## config.mk

```make
export PLATFORM = sky130hd
export DESIGN_NAME = sync_length_deframer_with_echo
export DESIGN_NICKNAME = d
export VERILOG_FILES = /design/src/rtl/sld_pkg.sv /design/src/rtl/sld_ctrl.sv /design/src/rtl/sld_dp.sv /design/src/rtl/sync_length_deframer_with_echo.sv
export VERILOG_INCLUDE_DIRS = /design/src /design/src/rtl
export SDC_FILE = /design/constraint.sdc
export NUM_CORES = 1
export LEC_CHECK = 0
export BUFFER_PORTS_ARGS = -buffer_cell sky130_fd_sc_hd__buf_4
export CORE_MARGIN = 4
export CORE_UTILIZATION = 50
export CTS_CLUSTER_SIZE = 24
export DETAILED_ROUTE_END_ITERATION = 8
export GPL_TIMING_DRIVEN = 0
export PLACE_DENSITY = 0.75
export REMOVE_ABC_BUFFERS = 1
export SYNTH_ARGS = -nofsm -noshare
export SYNTH_HDL_FRONTEND = slang
export SYNTH_SLANG_ARGS = --single-unit
```

## constraint.sdc

```tcl
create_clock -name clk_i -period 3.58 [get_ports clk_i]
set_input_delay 0.716 -clock clk_i [delete_from_list [all_inputs] [get_ports clk_i]]
set_output_delay 0.716 -clock clk_i [all_outputs]
set_load 0.01 [all_outputs]
```

## src/rtl/sync_length_deframer_with_echo_defines.svh

```systemverilog
// assertion macros for the sync length deframer
// used by the top level only, clocked on clk_i and disabled while rst_ni is low
`ifndef SYNC_LENGTH_DEFRAMER_WITH_ECHO_DEFINES_SVH
`define SYNC_LENGTH_DEFRAMER_WITH_ECHO_DEFINES_SVH

`ifndef SYNTHESIS

// same-cycle implication
`define SLD_ASSERT_IMP(lbl, ante, cons) \
  lbl: assert property (@(posedge clk_i) disable iff (!rst_ni) (ante) |-> (cons)) \
    else $error("sld assertion failed");

// next-cycle implication
`define SLD_ASSERT_NXT(lbl, ante, cons) \
  lbl: assert property (@(posedge clk_i) disable iff (!rst_ni) (ante) |=> (cons)) \
    else $error("sld assertion failed");

`else

`define SLD_ASSERT_IMP(lbl, ante, cons)
`define SLD_ASSERT_NXT(lbl, ante, cons)

`endif

`endif

```

## src/rtl/sld_pkg.sv

```systemverilog
// shared constants and controller/datapath interface types of the deframer
// no dependencies
`timescale 1ns / 1ps

package sld_pkg;

  localparam int unsigned STORE_DEPTH_DEF = 32;
  localparam logic [15:0] SYNC_WORD_RST   = 16'h776E;
  localparam logic [7:0]  ECHO_CMD        = 8'h09;

  typedef enum logic [1:0] {
    SEL_SYNC_LO = 2'd0,
    SEL_SYNC_HI = 2'd1,
    SEL_COUNT   = 2'd2,
    SEL_DATA    = 2'd3
  } out_sel_e;

  typedef struct packed {
    logic     set_len;
    logic     store_byte;
    logic     ld_count;
    logic     clr_idx;
    logic     rd_en;
    logic     ld_out;
    out_sel_e out_sel;
    logic     out_last;
    logic     inc_idx;
  } dp_cmd_t;

  typedef struct packed {
    logic lo_match;
    logic hi_match;
    logic len_zero;
    logic frame_done;
    logic is_echo;
    logic out_free;
    logic idx_last;
  } dp_status_t;

endpackage

```

## src/rtl/sld_ctrl.sv

```systemverilog
// controller of the deframer: frame parsing phases and echo reply sequencing
// depends on sld_pkg
`timescale 1ns / 1ps

module sld_ctrl (
  input  logic               clk_i,
  input  logic               rst_ni,
  input  logic               rx_valid_i,
  output logic               rx_stall_o,
  input  sld_pkg::dp_status_t status_i,
  output sld_pkg::dp_cmd_t    cmd_o
);
  import sld_pkg::*;

  typedef enum logic [8:0] {
    ST_HUNT_LO    = 9'b000000001,
    ST_WAIT_HI    = 9'b000000010,
    ST_WAIT_LEN   = 9'b000000100,
    ST_RECV       = 9'b000001000,
    ST_CHECK      = 9'b000010000,
    ST_TX_SYNC_LO = 9'b000100000,
    ST_TX_SYNC_HI = 9'b001000000,
    ST_TX_COUNT   = 9'b010000000,
    ST_TX_READ    = 9'b100000000
  } state_e;

  state_e state_q, state_d;
  logic   tx_data_q, tx_data_d;  // second half of a data byte, after its read
  logic   rx_acc;

  assign rx_stall_o = !(state_q == ST_HUNT_LO || state_q == ST_WAIT_HI ||
                        state_q == ST_WAIT_LEN || state_q == ST_RECV);
  assign rx_acc = rx_valid_i && !rx_stall_o;

  always_comb begin
    state_d   = state_q;
    tx_data_d = 1'b0;
    cmd_o     = '0;
    case (state_q)
      ST_HUNT_LO: begin
        if (rx_acc && status_i.lo_match) state_d = ST_WAIT_HI;
      end
      ST_WAIT_HI: begin
        // any other byte keeps waiting here, low sync byte included
        if (rx_acc && status_i.hi_match) state_d = ST_WAIT_LEN;
      end
      ST_WAIT_LEN: begin
        if (rx_acc) begin
          cmd_o.set_len = 1'b1;
          state_d = status_i.len_zero ? ST_CHECK : ST_RECV;
        end
      end
      ST_RECV: begin
        if (rx_acc) begin
          cmd_o.store_byte = 1'b1;
          if (status_i.frame_done) state_d = ST_CHECK;
        end
      end
      ST_CHECK: begin
        cmd_o.ld_count = 1'b1;
        cmd_o.clr_idx  = 1'b1;
        state_d = status_i.is_echo ? ST_TX_SYNC_LO : ST_HUNT_LO;
      end
      ST_TX_SYNC_LO: begin
        if (status_i.out_free) begin
          cmd_o.ld_out  = 1'b1;
          cmd_o.out_sel = SEL_SYNC_LO;
          state_d = ST_TX_SYNC_HI;
        end
      end
      ST_TX_SYNC_HI: begin
        if (status_i.out_free) begin
          cmd_o.ld_out  = 1'b1;
          cmd_o.out_sel = SEL_SYNC_HI;
          state_d = ST_TX_COUNT;
        end
      end
      ST_TX_COUNT: begin
        if (status_i.out_free) begin
          cmd_o.ld_out  = 1'b1;
          cmd_o.out_sel = SEL_COUNT;
          state_d = ST_TX_READ;
        end
      end
      ST_TX_READ: begin
        if (!tx_data_q) begin
          // issue the store read, data is registered for the next cycle
          cmd_o.rd_en = 1'b1;
          tx_data_d = 1'b1;
        end else if (status_i.out_free) begin
          cmd_o.ld_out   = 1'b1;
          cmd_o.out_sel  = SEL_DATA;
          cmd_o.out_last = status_i.idx_last;
          cmd_o.inc_idx  = 1'b1;
          if (status_i.idx_last) state_d = ST_HUNT_LO;
        end else begin
          tx_data_d = 1'b1;
        end
      end
      default: begin
        state_d = ST_HUNT_LO;
      end
    endcase
  end

  always_ff @(posedge clk_i or negedge rst_ni) begin
    if (!rst_ni) begin
      state_q   <= ST_HUNT_LO;
      tx_data_q <= 1'b0;
    end else begin
      state_q   <= state_d;
      tx_data_q <= tx_data_d;
    end
  end

endmodule

```

## src/rtl/sld_dp.sv

```systemverilog
// datapath of the deframer: sync register, counters, payload store, output register
// depends on sld_pkg, driven by sld_ctrl commands
`timescale 1ns / 1ps

module sld_dp #(
  parameter int unsigned STORE_DEPTH = sld_pkg::STORE_DEPTH_DEF
) (
  input  logic                clk_i,
  input  logic                rst_ni,
  input  logic                cfg_valid_i,
  output logic                cfg_ready_o,
  input  logic [15:0]         cfg_data_i,
  input  logic [7:0]          rx_byte_i,
  input  logic                tx_stall_i,
  output logic                tx_valid_o,
  output logic [7:0]          tx_byte_o,
  output logic                tx_last_o,
  input  sld_pkg::dp_cmd_t    cmd_i,
  output sld_pkg::dp_status_t status_o
);
  import sld_pkg::*;

  localparam int unsigned AW = $clog2(STORE_DEPTH);
  localparam int unsigned CW = $clog2(STORE_DEPTH + 1);

  logic [15:0]  sync_q;
  logic [7:0]   frame_len_q;
  logic [7:0]   rcv_cnt_q;
  logic [7:0]   rcv_cnt_inc;
  logic [7:0]   cmd0_q, cmd1_q;
  logic [CW-1:0] count_q, count_d;
  logic [AW-1:0] idx_q;
  logic [8:0]   count_sum;
  logic         wr_en;
  logic [AW-1:0] wr_addr;

  logic [7:0]             mem [STORE_DEPTH];
  logic [STORE_DEPTH-1:0] wr_seen_q;
  logic [7:0]             rdata_q;
  logic                   rvalid_q;

  logic       tx_valid_q;
  logic [7:0] tx_byte_q, tx_byte_d;
  logic       tx_last_q;

  assign cfg_ready_o = 1'b1;

  assign rcv_cnt_inc = rcv_cnt_q + 8'd1;
  assign wr_en   = cmd_i.store_byte && (rcv_cnt_q < 8'(STORE_DEPTH));
  assign wr_addr = rcv_cnt_q[AW-1:0];

  // echo count saturates at the store depth
  assign count_sum = {1'b0, cmd1_q} + 9'd2;
  assign count_d   = (count_sum > 9'(STORE_DEPTH)) ? CW'(STORE_DEPTH) : CW'(count_sum);

  assign status_o.lo_match   = (rx_byte_i == sync_q[7:0]);
  assign status_o.hi_match   = (rx_byte_i == sync_q[15:8]);
  assign status_o.len_zero   = (rx_byte_i == 8'd0);
  assign status_o.frame_done = (rcv_cnt_inc >= frame_len_q);
  assign status_o.is_echo    = (cmd0_q == ECHO_CMD);
  assign status_o.out_free   = !tx_valid_q || !tx_stall_i;
  assign status_o.idx_last   = ((CW'(idx_q) + CW'(1)) == count_q);

  always_ff @(posedge clk_i or negedge rst_ni) begin
    if (!rst_ni) begin
      sync_q      <= SYNC_WORD_RST;
      frame_len_q <= 8'd0;
      rcv_cnt_q   <= 8'd0;
      cmd0_q      <= 8'd0;
      cmd1_q      <= 8'd0;
      wr_seen_q   <= '0;
      count_q     <= '0;
      idx_q       <= '0;
    end else begin
      if (cfg_valid_i && cfg_ready_o) sync_q <= cfg_data_i;
      if (cmd_i.set_len) begin
        frame_len_q <= rx_byte_i;
        rcv_cnt_q   <= 8'd0;
      end else if (cmd_i.store_byte) begin
        rcv_cnt_q <= rcv_cnt_inc;
      end else if (cmd_i.ld_count) begin
        rcv_cnt_q <= 8'd0;
      end
      if (wr_en) begin
        wr_seen_q[wr_addr] <= 1'b1;
        // shadow copies of the command and length bytes
        if (rcv_cnt_q == 8'd0) cmd0_q <= rx_byte_i;
        if (rcv_cnt_q == 8'd1) cmd1_q <= rx_byte_i;
      end
      if (cmd_i.ld_count) count_q <= count_d;
      if (cmd_i.clr_idx) begin
        idx_q <= '0;
      end else if (cmd_i.inc_idx && !status_o.idx_last) begin
        idx_q <= idx_q + AW'(1);
      end
    end
  end

  always_ff @(posedge clk_i) begin
    if (wr_en) mem[wr_addr] <= rx_byte_i;
  end

  always_ff @(posedge clk_i) begin
    if (cmd_i.rd_en) begin
      rdata_q  <= mem[idx_q];
      rvalid_q <= wr_seen_q[idx_q];
    end
  end

  always_comb begin
    case (cmd_i.out_sel)
      SEL_SYNC_LO: tx_byte_d = sync_q[7:0];
      SEL_SYNC_HI: tx_byte_d = sync_q[15:8];
      SEL_COUNT:   tx_byte_d = 8'(count_q);
      SEL_DATA:    tx_byte_d = rvalid_q ? rdata_q : 8'd0;
      default:     tx_byte_d = 8'd0;
    endcase
  end

  always_ff @(posedge clk_i or negedge rst_ni) begin
    if (!rst_ni) begin
      tx_valid_q <= 1'b0;
    end else if (cmd_i.ld_out) begin
      tx_valid_q <= 1'b1;
    end else if (!tx_stall_i) begin
      tx_valid_q <= 1'b0;
    end
  end

  always_ff @(posedge clk_i) begin
    if (cmd_i.ld_out) begin
      tx_byte_q <= tx_byte_d;
      tx_last_q <= cmd_i.out_last;
    end
  end

  assign tx_valid_o = tx_valid_q;
  assign tx_byte_o  = tx_byte_q;
  assign tx_last_o  = tx_last_q;

endmodule

```

## src/rtl/sync_length_deframer_with_echo.sv

```systemverilog
// top level of the sync length deframer with echo reply
// depends on sld_pkg, sld_ctrl, sld_dp and the assertion macro header
`timescale 1ns / 1ps
//
// rx channel: one received byte per item (rx_valid_i, rx_stall_o, rx_byte_i).
// the block hunts for sync_word low then high byte, takes a length byte and
// stores that many payload bytes; bytes past STORE_DEPTH are dropped.
// while parsing, one byte is taken per cycle.
// at frame end the command byte is checked in a separate check state with rx stalled.
// for the echo command a reply goes out on the tx channel (tx_valid_o,
// tx_stall_i, tx_byte_o, tx_last_o): sync low, sync high, count, then count
// store bytes, tx_last_o on the final one. count = min(payload[1] + 2, depth).
// the first reply byte is loaded after the command check state, from the sync low state;
// header bytes are loaded straight into the output register, data bytes take a store
// read, then an output register load, with the read data registered in between.
// rx stays stalled until the last reply byte is loaded.
// a stall on tx holds the output register and freezes the reply sequencer.
// cfg channel writes sync_word at any cycle (ready is always high).
// reset: sync_word 0x776E, hunting the low sync byte, store reads as zero
// through per-entry written flags, no clearing pass.
//

`include "sync_length_deframer_with_echo_defines.svh"

module sync_length_deframer_with_echo #(
  parameter int unsigned STORE_DEPTH = sld_pkg::STORE_DEPTH_DEF
) (
  input  logic        clk_i,
  input  logic        rst_ni,
  input  logic        cfg_valid_i,
  output logic        cfg_ready_o,
  input  logic [15:0] cfg_data_i,
  input  logic        rx_valid_i,
  output logic        rx_stall_o,
  input  logic [7:0]  rx_byte_i,
  output logic        tx_valid_o,
  input  logic        tx_stall_i,
  output logic [7:0]  tx_byte_o,
  output logic        tx_last_o
);
  import sld_pkg::*;

  dp_cmd_t    cmd;
  dp_status_t status;

  sld_ctrl u_ctrl (
    .clk_i      (clk_i),
    .rst_ni     (rst_ni),
    .rx_valid_i (rx_valid_i),
    .rx_stall_o (rx_stall_o),
    .status_i   (status),
    .cmd_o      (cmd)
  );

  sld_dp #(
    .STORE_DEPTH (STORE_DEPTH)
  ) u_dp (
    .clk_i       (clk_i),
    .rst_ni      (rst_ni),
    .cfg_valid_i (cfg_valid_i),
    .cfg_ready_o (cfg_ready_o),
    .cfg_data_i  (cfg_data_i),
    .rx_byte_i   (rx_byte_i),
    .tx_stall_i  (tx_stall_i),
    .tx_valid_o  (tx_valid_o),
    .tx_byte_o   (tx_byte_o),
    .tx_last_o   (tx_last_o),
    .cmd_i       (cmd),
    .status_o    (status)
  );

  // a stalled reply item stays valid and keeps its payload
  `SLD_ASSERT_NXT(a_tx_hold, tx_valid_o && tx_stall_i, tx_valid_o && $stable(tx_byte_o) && $stable(tx_last_o))
  // while rx is open the output register is empty or holds the final byte
  `SLD_ASSERT_IMP(a_parse_no_reply, !rx_stall_o, !tx_valid_o || tx_last_o)

endmodule

```

Yosys cells after proc, flatten, opt, wreduce, memory -nomap -nowiden
Memory sizes are Yosys's and may differ from the RTL's. A register that Yosys moved wholly into a read port is not among the register bits.
Cells that the tools add are included.
{"block": "word_totals", "elab_cells": 124, "ramBits": 256, "mem_count": 1, "out_inout_bits": 12, "in_bits": 29, "ff_bits": 112}
{"memory": "u_dp.mem", "depth": 32, "word_bits": 8, "read_ports": 1, "rd_clocked_by_memory_dff": 1, "write_ports": 1, "line": "sld_dp.sv:37", "source": "logic [7:0] mem [STORE_DEPTH];"}
{"block": "op_classes", "magnitude_cmp": 6, "add_sub_neg": 4, "n_reduce_logical": 23, "n_eq_ne": 29, "mux": 46, "bitwise": 1}
{"cell": "9-bit 2-to-1 mux", "count": 11}
{"cell": "9-bit case mux with 9 select lines", "count": 1}
{"cell": "8-bit 2-to-1 mux", "count": 4}
{"cell": "32-bit bitwise OR", "count": 1}
{"cell": "8-bit case mux with 4 select lines", "count": 1}
{"cell": "5-bit 2-to-1 mux", "count": 5}
{"cell": "8-bit equality test", "count": 2}
{"cell": "8-bit zero test", "count": 2}
{"cell": "1-bit 2-to-1 mux", "count": 15}
{"cell": "2-bit != test, second input constant", "count": 7}
{"cell": "5-bit by 6-bit less-than comparator with 1-bit output, second input constant", "count": 2}
{"cell": "6-bit 2-to-1 mux", "count": 2}
{"cell": "3-bit case mux with 4 select lines", "count": 1}
{"cell": "11-bit AND reduction", "count": 1}
{"cell": "2-bit by 1-bit != test with 1-bit output, second input constant", "count": 5}
{"cell": "8-bit by 2-bit adder with 9-bit output, second input constant", "count": 1}
{"cell": "9-bit by 1-bit equality test with 1-bit output, second input constant", "count": 1}
{"cell": "9-bit by 2-bit equality test with 1-bit output, second input constant", "count": 1}
{"cell": "9-bit by 3-bit equality test with 1-bit output, second input constant", "count": 1}
{"cell": "9-bit by 4-bit equality test with 1-bit output, second input constant", "count": 1}
{"cell": "9-bit by 5-bit equality test with 1-bit output, second input constant", "count": 1}
{"cell": "9-bit by 6-bit equality test with 1-bit output, second input constant", "count": 1}
{"cell": "9-bit by 7-bit equality test with 1-bit output, second input constant", "count": 1}
{"cell": "9-bit by 8-bit equality test with 1-bit output, second input constant", "count": 1}
{"cell": "25 further kinds", "count": 40}

Logic depth before layout (Yosys ltp)
Gate-level depths: netlist of run 1.
{"block": "depth", "word_depth": 10, "ltp_mapped": 11, "ltp_nobuf": 10}

Hierarchy
A second synthesis of run 1 with hierarchy kept.
{"block": "unflattened", "hier_cells": 913, "area_unflattened_um2": 15842.7}
{"mod": "sld_dp", "seq_area_each_um2": 10543.9, "cells_each": 833, "n_inst": 1, "area_per_inst_um2": 15053.2}
{"mod": "sld_ctrl", "seq_area_each_um2": 251.5, "cells_each": 80, "n_inst": 1, "area_per_inst_um2": 789.5}

Worst setup path after synthesis of run 1
OpenSTA, ideal clock, no wires.
{"block": "synth_path", "path_kind": "register to register", "start": "register u_dp.rcv_cnt_q[3]", "end": "register u_ctrl.state_q[3]", "arrival_ps": 2842, "n_path_buf": 1, "stages_incl_launch_ff": 12, "setup_slack_ps": 614, "setup_ps": 125, "required_time_ps": 3455, "period_less_slack_ps": 2966, "path_cell_list": "dfrtp_1 > clkbuf_1 > nand3_1 > nor3_1 > xor2_1 > ha_1 > a21o_1 > a21o_1 > a2111oi_0 > o31ai_1 > nand3_1 > mux2_2"}
{"block": "synth_between", "elab_chain_len": 4}
{"item": "start, declared", "line": "sld_dp.sv:28", "source": "logic [7:0] rcv_cnt_q;"}
{"item": "start signal, assigned", "line": "sld_dp.sv:80", "source": "rcv_cnt_q <= rcv_cnt_inc;"}
{"item": "8-bit by 1-bit adder with 8-bit output", "line": "sld_dp.sv:48", "source": "assign rcv_cnt_inc = rcv_cnt_q + 8'd1;"}
{"item": "8-bit greater-or-equal comparator", "line": "sld_dp.sv:59", "source": "assign status_o.frame_done = (rcv_cnt_inc >= frame_len_q);"}
{"item": "2-bit != test (no line)"}
{"item": "11-bit AND reduction (no line)"}
{"item": "end signal, assigned", "line": "sld_ctrl.sv:111", "source": "state_q <= state_d;"}
{"item": "end, declared", "line": "sld_ctrl.sv:27", "source": "state_e state_q, state_d;"}
Every way passes these cells.
A chain may end at the register's enable or synchronous reset.

==> results.yml, run 1 <==
sta:
  hold_slack_ns: 0.0588
  final.period_utilization_pct: 94.9
  hold_viol_final: 0
  slew_headroom_pct: 14.2
  worst_slew_pin_slew_ns: 1.29
  setup_viol: 0
  final_max_slew_viol_count: 0
  fmax_mhz: 294
  fin_skew_ns: 0.0181
  layout_min_cycle_time_ns: 3.40
clock_network:
  postCtsSetupBuffers: 0
  htreeDepth: 2
  clk_path_buf_depth: 3
  clock_sinks: 376
  cts_buffers: 39
  clk_pin_slew_worst_paths_ns: 0.06
  clockRootBuffer: "clkbuf_16"
  hold_buffers: 0
  cts-resized-gates: 3
  insertion_delay_ns: 0.52
  cts_tree: "built"
die:
  start_util_pct: 51.3
  fp.dieW_um: 186
  core_area_um2: 30900
  dieArea_um2: 34600
  rows: 64
  die_h_um: 186
  pin_count: 41
grt:
  antenna_found_initial: 2
  grt.total_usage_pct: 20.2
  grt-ovfl-total: 0
  grt_pass1_vias: 8992
  grt_max_degree: 103
  grt_pass1_wl_mm: 53.0
synth:
  yosysTopAreaCell: "edfxtp_1"
  yosys_warnings: 0
  avgSynthCellArea_um2: 15.8
  yosys_most_used_dff: "edfxtp_1"
  synth-edff-count: 274
  ys_seq_area_share_pct: 68.0
  synth_cell_types: 63
  synthTopCellsByArea: "edfxtp_1 52%, dfrtp_1 14%, mux4_2 6.4%, mux2i_1 3.8%, mux2_2 2.8%"
  synth_top_area_share_pct: 51.9
  ys_async_sr_fraction_pct: 27.1
  synthCells: 1001
  netlist_area_um2: 15900
  ys_ff_latch: 376
critical_path:
  cp_common_cell: "buf_16"
  path_buf_inv: 2
  critical-path-top-delay-family: "compound AO/OA/AOI/OAI gates"
  crit_chain: "buf_16 > buf_16 > mux4_2 > nor2b_1 > o311ai_0 > nand2_1"
  path_class: "reg -> reg"
  cp_slowest_cell: "o311ai_0"
  required_ns: 3.79
  cp-end-kind: "flip-flop"
  path_max_fanout: 48
  slowest_delay_ns: 0.81
  start_kind: "flip-flop"
  arrival_ns: 3.61
routing:
  first_iter_violations: 861
  postRouteAntennaNets: 0
  avgRoutedWirePerCell_um: 24.0
  drt_wl_total_mm: 35.0
  via_count: 9012
  routed_via_density: 6.19
  firstDrtPassIters: 8
  remaining_drc_errors: 0
placement:
  io_buffers: 39
  post_dp_cell_area_um2: 16500
  gp_congestion: 0.831
  place_hpwl_mm: 21.2
run:
  cap_violations: 0
final_layout:
  multi_input_area_um2: 4780
  drive_gt1_share_pct: 23.1
  fill_cells: 2325
  antenna-diode-count: 0
  num-nets-final: 1075
  regArea_um2: 10800
  final_area_um2: 17700
  area_growth_pct: 11.6
status:
  status: "complete, no violations"
pwr:
  peakVddDrop_mv: 0.306
  total_power_uw: 9480
  p_leak_uw: 0.00624
  powerDensity_nw_per_um2: 535
hold_path:
  hp-class: "in -> async"
==> cell families (layout without fill, tap and decap cells) <==
group	after synthesis	in the layout	share of synthesized area [%]
multiplexers	145	145	13.0
adder cells (fa/ha/maj)	14	14	1.10
other	1	1	0.0236
AND/OR/NAND/NOR	216	216	7.36
XOR/XNOR	33	33	1.82
buffers and inverters	70	128	1.88
flip-flops	376	376	68.0
AO/OA/AOI/OAI	146	146	6.75
==> power breakdown <==
part	switching, uW	internal (uW)
clock network	1560	2160
logic	449	339
registers	127	4850
total	2130	7350
==> sequential cells by signal (all words and copies together), names as in the netlist, 5 cells and up <==
signal / count
u_dp.count_q: 6
u_dp.rdata_q: 8
u_dp.sync_q: 16
u_dp.frame_len_q: 8
u_dp.rcv_cnt_q: 8
u_ctrl.state_q: 9
u_dp.idx_q: 5
u_dp.wr_seen_q: 32
u_dp.cmd0_q: 8
u_dp.tx_byte_o: 8
u_dp.cmd1_q: 8
u_dp.mem: 256
==> synthesized netlist by cell type, types with 3 or more instances <==
master / count
nor4_1: 7
ha_1: 14
and3_1: 6
or3_1: 5
o21ai_0: 31
mux2_2: 40
xor2_1: 13
nand2_1: 40
buf_2: 13
o211ai_1: 3
o221ai_1: 23
or2_2: 33
a222oi_1: 6
or4_1: 3
inv_1: 17
clkbuf_1: 29
dfrtp_1: 90
nand2b_1: 8
a211o_1: 10
mux2i_1: 60
nor3_1: 7
dfstp_2: 12
a21o_1: 5
buf_4: 5
buf_1: 6
o22ai_1: 11
mux4_2: 45
nand3_1: 14
a21oi_1: 10
edfxtp_1: 274
a22oi_1: 3
nor2b_1: 11
a22o_1: 11
o31ai_1: 7
xnor2_1: 20
a31oi_1: 4
o32ai_1: 10
nor2_1: 55
nand4_1: 6
nand3b_1: 3
==> layer usage <==
layer,wire [um],up-vias,share of wire [%],global-route usage (%)
met5,0,-,0,0
met4,935,0,2.7,5.80
met3,2720,71,7.8,3.79
met2,17300,378,50,33.4
met1,14000,4601,40,27.7
li1,-,3962,-,-
==> metrics by stage <==
stage	util [%]	setup TNS [ns]	cells	worst slack, ns
after floorplan	-	-26.11	948	-1.88
after global placement	53.1	-53.70	1383	-3.44
after detailed placement	53.4	-0.145	1386	-0.145
after CTS	57.2	0	1454	0.0354
after global routing	57.3	-0.00955	1455	-0.00955
final	57.3	0	1455	0.181
==> worst paths after layout <==
check	from	endpoint	slack [ns]	cells after the start
max in group asynchronous	rst_ni	u_dp.idx_q[0]$_DFFE_PN0P_	2.75	2
max reg2reg	u_dp.idx_q[0]$_DFFE_PN0P_	u_dp.rdata_q[4]$_DFFE_PP_	0.18	6
min	rst_ni	u_dp.wr_seen_q[21]$_DFFE_PN0P_	0.06	1
min reg2reg	u_dp.wr_seen_q[18]$_DFFE_PN0P_	u_dp.wr_seen_q[18]$_DFFE_PN0P_	0.46	1
min in group clk_i	cfg_data_i[7]	u_dp.sync_q[7]$_DFFE_PN0P_	0.42	3
max	u_dp.idx_q[0]$_DFFE_PN0P_	u_dp.rdata_q[4]$_DFFE_PP_	0.18	6
==> placed cells by master, fill, tap and decap left out, types with 7 or more instances in the layout <==
cell type | synthesis | final
a22o_1 | 11 | 11
dfrtp_1 | 90 | 83
a21oi_1 | 10 | 10
o221ai_1 | 23 | 23
xor2_1 | 13 | 13
nor2_1 | 55 | 55
edfxtp_1 | 274 | 274
or2_2 | 33 | 33
nand3_1 | 14 | 13
clkbuf_16 | 0 | 40
o21ai_0 | 31 | 30
nand2b_1 | 8 | 8
ha_1 | 14 | 14
clkbuf_1 | 29 | 15
nand2_1 | 40 | 40
mux2i_1 | 60 | 60
dfstp_2 | 12 | 12
nor2b_1 | 11 | 11
xnor2_1 | 20 | 20
buf_4 | 5 | 38
a211o_1 | 10 | 10
mux4_2 | 45 | 45
nor4_1 | 7 | 7
o31ai_1 | 7 | 7
o32ai_1 | 10 | 10
o22ai_1 | 11 | 11
inv_1 | 17 | 17
mux2_2 | 40 | 40
==> layout make-up <==
class	instances	share of cell area [%]
flip-flops and latches	376	61.0
multi-input cells	555	27.0
clock buffers	60	6.36
well taps	396	2.80
repair buffers	43	2.25
inverters	17	0.360
clock inverters	8	0.219
==> worst register-to-register path, cell delays in order (launching register included) <==
cell      delay [ns]
dfrtp_4         0.67
buf_16          0.31
buf_16          0.37
mux4_2          0.59
nor2b_1         0.15
o311ai_0        0.81
nand2_1         0.20
(Power assumes the default switching activity.)
==> inputs of run 2 (changes only) <==
--- a/config.mk
+++ b/config.mk
@@ -6,13 +6,14 @@
 export SDC_FILE = /design/constraint.sdc
 export NUM_CORES = 1
 export LEC_CHECK = 0
+export ABC_AREA = 1
 export BUFFER_PORTS_ARGS = -buffer_cell sky130_fd_sc_hd__buf_4
 export CORE_MARGIN = 4
-export CORE_UTILIZATION = 50
+export CORE_UTILIZATION = 58
 export CTS_CLUSTER_SIZE = 24
 export DETAILED_ROUTE_END_ITERATION = 8
 export GPL_TIMING_DRIVEN = 0
-export PLACE_DENSITY = 0.75
+export PLACE_DENSITY = 0.84
 export REMOVE_ABC_BUFFERS = 1
 export SYNTH_ARGS = -nofsm -noshare
 export SYNTH_HDL_FRONTEND = slang
==> run 2 against run 1 <==
Net effect:
- sequential cell count is the same
- hold slack better by 0.35 ns
- clock power rose by 3%
==> results.yml, run 2 <==
status:
  status: "complete, no violations"
synth:
  avgSynthCellArea_um2: 11.0
  synth_common_cells: "275 x nand2_1, 274 x edfxtp_1, 148 x o21ai_0, 139 x nor2_1, 108 x inv_1"
  ys_ff_latch: 376
  yosys_warnings: 0
  netlist_area_um2: 16300
  yosys_most_used_dff: "edfxtp_1"
  synth-edff-count: 274
  synthCells: 1482
  yosysTopAreaCell: "edfxtp_1"
  synth_cell_types: 46
  ys_seq_area_share_pct: 66.1
  yosysMostFrequentCell: "nand2_1"
  synthTopCellsByArea: "edfxtp_1 50%, dfrtp_1 14%, nand2_1 6.3%, o21ai_0 4.5%, nor2_1 3.2%"
  synth_top_area_share_pct: 50.4
  ys_async_sr_fraction_pct: 27.1
die:
  pin_count: 41
  core_area_um2: 27800
  rows: 61
  fp.dieW_um: 176
  dieArea_um2: 30900
  die_h_um: 176
  start_util_pct: 58.8
sta:
  fmax_mhz: 304
  final_max_slew_viol_count: 0
  final.period_utilization_pct: 92.0
  fin_skew_ns: 0.0191
  slew_headroom_pct: 10.3
  hold_viol_final: 0
  rsz0062_at_grt: "no"
  layout_min_cycle_time_ns: 3.29
  setup_viol: 0
  setup_slack_ns: 0.288
  worst_slew_pin_slew_ns: 1.33
  hold_slack_ns: 0.406
clock_network:
  clockRootBuffer: "clkbuf_16"
  cts-resized-gates: 0
  htreeDepth: 2
  clock_sinks: 376
  cts_tree: "built"
  insertion_delay_ns: 0.54
  clk_path_buf_depth: 3
  clk_pin_slew_worst_paths_ns: 0.06
  cts_buffers: 37
critical_path:
  required_ns: 3.84
  path_max_fanout: 47
  reg2reg_slack_ns: 0.29
  start_kind: "flip-flop"
  arrival_ns: 3.55
  worstSetupStartpoint: "u_dp.idx_q[1]$_DFFE_PN0P_"
  path_class: "reg -> reg"
  cp-end-kind: "flip-flop"
  rr_startpoint: "u_dp.idx_q[1]$_DFFE_PN0P_"
hold_path:
  worst_hold_startpoint: "cfg_data_i[14]"
  hp-class: "in -> reg"
pwr:
  peakVddDrop_mv: 0.347
  total_power_uw: 9590
  p_leak_uw: 0.00719
  powerDensity_nw_per_um2: 531
grt:
  grt_pass1_wl_mm: 60.7
  grt.total_usage_pct: 25.1
  grt_max_degree: 103
  antenna_found_initial: 0
  grt-ovfl-total: 0
  grt_pass1_vias: 11251
routing:
  routed_via_density: 6.00
  dr_wl_met2_mm: 18.9
  avgRoutedWirePerCell_um: 20.5
  via_count: 11410
  drt_wl_total_mm: 39.0
  wl_met1_mm: 15.0
  postRouteAntennaNets: 0
  first_iter_violations: 1353
  maxUsedRoutingLayer: "met4"
  wl_met3_mm: 3.67
  firstDrtPassIters: 5
  remaining_drc_errors: 0
final_layout:
  largest_reg_flops: 256
  regMostFlops: "u_dp.mem"
  reg_top3: "u_dp.mem (256), u_dp.wr_seen_q (32), u_dp.sync_q (16)"
  mostFrequentLayoutCells: "274 x nand2_1, 274 x edfxtp_1, 148 x o21ai_0, 139 x nor2_1, 108 x inv_1"
  final_area_um2: 18100
  drive_gt1_share_pct: 10.5
  multi_input_area_um2: 4760
  antenna-diode-count: 0
  postLayoutCoreUtil_pct: 65.1
  fill_cells: 1978
  regArea_um2: 10800
  area_growth_pct: 10.7
  num-nets-final: 1539
placement:
  gp_congestion: 0.899
  place_ws_ns: 0.394
  place_hpwl_mm: 22.8
  io_buffers: 39
  post_dp_cell_area_um2: 16800
run:
  cap_violations: 0
## run 2: changes by cell type in the layout (fill, tap and decap cells not counted), moves of 26 or more
cell      change
nand3_1      +45
mux2_2       -38
nor2_1       +84
or2_2        -26
nand2_1     +234
o21ai_0     +118
inv_1        +91
mux4_2       -45
o211ai_1     +26
a21oi_1      +55
## run 2: final timing paths
path,endpoint,depth (start not counted)
min,u_dp.sync_q[14]$_DFFE_PN1P_,3
max,u_dp.rdata_q[4]$_DFFE_PP_,7
max reg2reg,u_dp.rdata_q[4]$_DFFE_PP_,7
min reg2reg,u_dp.wr_seen_q[16]$_DFFE_PN0P_,1
max in group asynchronous,u_ctrl.state_q[0]$_DFFE_PN1P_,3
min in group asynchronous,u_dp.sync_q[7]$_DFFE_PN0P_,2
## run 2: kinds of logic (layout without fill, tap and decap cells)
| logic type | Yosys count | count (layout) | synth area share (%) |
|---|---|---|---|
| xor gates and xnor gates | 11 | 11 | 0.590 |
| AOI/OAI and AO/OA | 305 | 305 | 10.2 |
| adders and majority gates | 14 | 14 | 1.07 |
| and+or+nand+nor | 544 | 544 | 14.4 |
| muxes | 45 | 45 | 2.77 |
| buffers and inverters | 186 | 229 | 4.83 |
| other | 1 | 1 | 0.0230 |
| DFF | 376 | 376 | 66.1 |
## run 2: area by class of cell
class	instances	area share [%]
flip-flops and latches	376	59.7
multi-input cells	920	26.3
clock buffers	54	5.70
inverters	117	2.44
clock inverters	14	0.872
well taps	378	2.62
repair buffers	44	2.30
## run 2: where the power goes
| part | internal, uW | switching, uW |
|---|---|---|
| clock | 2180 | 1630 |
| sequential | 4850 | 84.3 |
| combinational | 288 | 567 |
| total | 7310 | 2280 |
## run 2: per-stage QoR
step	setup TNS (ns)	cells
finish	0	1903
global route	0	1903
CTS	0	1901
detailed placement	0	1833
global placement	-123.73	1830
floorplan	-48.01	1413
## run 2: critical path: stages (launching register included)
cell      delay, ns
dfrtp_2        0.76
inv_1          1.02
o21ai_0        0.24
o22ai_1        0.23
nand2_1        0.08
o211ai_1       0.13
nand2_1        0.10
o21ai_0        0.43
## run 2: per-layer routing
| layer | GRT usage, % | vias to the layer above |
|---|---|---|
| met3 | 4.35 | 104 |
| met5 | 0 | - |
| li1 | - | 5160 |
| met2 | 41.0 | 666 |
| met4 | 10.2 | 0 |
| met1 | 33.9 | 5480 |
## run 2: timing repair
action / 4_1_cts / 5_1_grt
endpoints found under the hold margin: 0 / 1
hold buffers: 0 / 1
buffers inserted: 0 / 0
==> inputs of run 3 (changes only) <==
--- a/config.mk
+++ b/config.mk
@@ -9,11 +9,11 @@
 export ABC_AREA = 1
 export BUFFER_PORTS_ARGS = -buffer_cell sky130_fd_sc_hd__buf_4
 export CORE_MARGIN = 4
-export CORE_UTILIZATION = 58
+export CORE_UTILIZATION = 55
 export CTS_CLUSTER_SIZE = 24
 export DETAILED_ROUTE_END_ITERATION = 8
 export GPL_TIMING_DRIVEN = 0
-export PLACE_DENSITY = 0.84
+export PLACE_DENSITY = 0.81
 export REMOVE_ABC_BUFFERS = 1
 export SYNTH_ARGS = -nofsm -noshare
 export SYNTH_HDL_FRONTEND = slang
==> constraint.sdc (replaced) <==
create_clock -name clk_i -period 3.58 [get_ports clk_i]
set_input_delay 0.716 -clock clk_i [delete_from_list [all_inputs] [get_ports clk_i]]
set_output_delay 0.716 -clock clk_i [all_outputs]
set_load 0.005 [all_outputs]
==> run 3 against run 2 <==
Net effect:
- die area increased by 5.2%
- clock-buffer cell count down 3
- clock skew fell by 0.0014 ns
- total power up 0.96%
- non-clock buffer count did not move
- sequential cell count is the same
- wire length increased by 0.32%
- clock power is 2% higher
- core utilization down 2.7 points
- sequential share of layout area shrank 0.091 points
- combinational power about the same
- highest routed layer unchanged
==> results.yml, run 3 (synthesis results as in run 2) <==
routing:
  drt_wl_total_mm: 39.1
  firstDrtPassIters: 5
  first_iter_violations: 1151
  via_count: 11390
  routed_via_density: 5.97
  avgRoutedWirePerCell_um: 20.5
  remaining_drc_errors: 0
  postRouteAntennaNets: 0
grt:
  antenna_found_initial: 0
  grt_pass1_wl_mm: 60.5
  grt.total_usage_pct: 23.4
  grt_pass1_vias: 11176
  grt_max_degree: 103
  grt-ovfl-total: 0
placement:
  io_buffers: 39
  place_ws_ns: 0.479
  gp_congestion: 0.925
  place_hpwl_mm: 23.0
critical_path:
  arrival_ns: 3.51
  path_class: "reg -> reg"
  rr_endpoint: "u_dp.rdata_q[5]$_DFFE_PP_"
  r2r_cells: 7
  cp-end-kind: "flip-flop"
  required_ns: 3.82
  start_kind: "flip-flop"
  rr_startpoint: "u_dp.idx_q[1]$_DFFE_PN0P_"
  reg2reg_slack_ns: 0.31
  path_max_fanout: 47
final_layout:
  regMostFlops: "u_dp.mem"
  area_growth_pct: 10.8
  antenna-diode-count: 0
  reg_top3: "u_dp.mem (256), u_dp.wr_seen_q (32), u_dp.sync_q (16)"
  postLayoutCoreUtil_pct: 62.4
  largest_reg_flops: 256
  mostFrequentLayoutCells: "274 x nand2_1, 274 x edfxtp_1, 148 x o21ai_0, 139 x nor2_1, 108 x inv_1"
  num-nets-final: 1539
  drive_gt1_share_pct: 10.8
sta:
  hold_slack_ns: 0.129
  setup_viol: 0
  worst_slew_pin_slew_ns: 1.11
  rsz0062_at_grt: "no"
  fin_skew_ns: 0.0177
  hold_viol_final: 0
  setup_slack_ns: 0.313
  slew_headroom_pct: 25.7
  final_max_slew_viol_count: 0
  final.period_utilization_pct: 91.3
  fmax_mhz: 306
  layout_min_cycle_time_ns: 3.27
  setup_tns_ns: 0
clock_network:
  clk_pin_slew_worst_paths_ns: 0.07
  cts-resized-gates: 0
  htreeDepth: 2
  clk_path_buf_depth: 3
  hold_buffers: 0
  clock_sinks: 376
  postCtsSetupBuffers: 0
  cts_tree: "built"
  clockRootBuffer: "clkbuf_16"
  cts_buffers: 37
  insertion_delay_ns: 0.54
pwr:
  powerDensity_nw_per_um2: 535
  swShare_pct: 23.8
  power_frac_seq_pct: 50.9
  p_sw_uw: 2300
  peakVddDrop_mv: 0.293
  p_leak_uw: 0.00721
  combPwrFrac_pct: 8.8
  total_power_uw: 9690
  clkPwrFrac_pct: 40.3
  intPower_uw: 7390
die:
  pin_count: 41
  dieArea_um2: 32500
  die_h_um: 180
  start_util_pct: 56.3
  core_area_um2: 29000
  fp.dieW_um: 180
  rows: 62
hold_path:
  hp-class: "in -> async"
status:
  status: "complete, no violations"
run:
  cap_violations: 0
## run 3: cell count changes in the layout (fill, tap and decap cells not counted), sizes merged
| cell | previous run | this run |
|---|---|---|
| inv | 119 | 120 |
| clkbuf | 54 | 52 |
| bufinv | 2 | 3 |
| clkinv | 7 | 8 |
| dlygate4sd3 | 1 | 0 |
## run 3: stage by stage
stage | std cells | cell area [um^2]
final | 1909 | 18100
after global routing | 1909 | 18100
after CTS | 1907 | 18100
after detailed placement | 1839 | 16800
after global placement | 1836 | 16800
after floorplan | 1413 | 16000
## run 3: metal layers
metal	up-vias	track usage, %	part of all wire, %	wire length, um
li1	5151	-	-	-
met1	5497	31.8	39	15100
met2	641	38.9	49	19000
met3	101	3.61	9.2	3610
met4	0	8.62	3.3	1310
met5	-	0	0	0
## run 3: worst max-delay path, stage by stage, from the launching register on
cell and delay (ns):
dfrtp_2 1.02, inv_1 0.83, o21ai_0 0.36, o22ai_1 0.10
nand2_1 0.07, o211ai_1 0.14, nand3_1 0.21, o21ai_0 0.19
## run 3: worst max-delay path by stage
stage | startpoint | to | slack [ns]
after floorplan | u_dp.idx_q[0]$_DFFE_PN0P_ | u_dp.idx_q[2]$_DFFE_PN0P_ | -2.09
after global placement | u_dp.idx_q[0]$_DFFE_PN0P_ | u_dp.rdata_q[5]$_DFFE_PP_ | -5.37
after detailed placement | u_dp.idx_q[1]$_DFFE_PN0P_ | u_dp.rdata_q[5]$_DFFE_PP_ | 0.48
after CTS | u_dp.idx_q[1]$_DFFE_PN0P_ | u_dp.rdata_q[5]$_DFFE_PP_ | 0.43
after global routing | u_dp.idx_q[1]$_DFFE_PN0P_ | u_dp.rdata_q[5]$_DFFE_PP_ | 0.23
final | u_dp.idx_q[1]$_DFFE_PN0P_ | u_dp.rdata_q[5]$_DFFE_PP_ | 0.31
## run 3: power groups by stage
stage | logic (uW) | registers [uW] | clock network [uW]
3_3_place_gp | 801 | 5010 | 0
5_1_grt | 974 | 4940 | 4090
2_1_floorplan | 554 | 4990 | 0
3_5_place_dp | 840 | 5020 | 0
6_report | 854 | 4930 | 3900
4_1_cts | 848 | 4930 | 3920
## run 3: cell type report
cell class                 count  area (um^2)
tap                          384          480
sequential                   376        10800
clock inverter                17          190
multi-input combinational    920         4760
inverter                     117          442
clock buffer                  51         1030
fill                        2129        10900
timing repair buffer          44          407
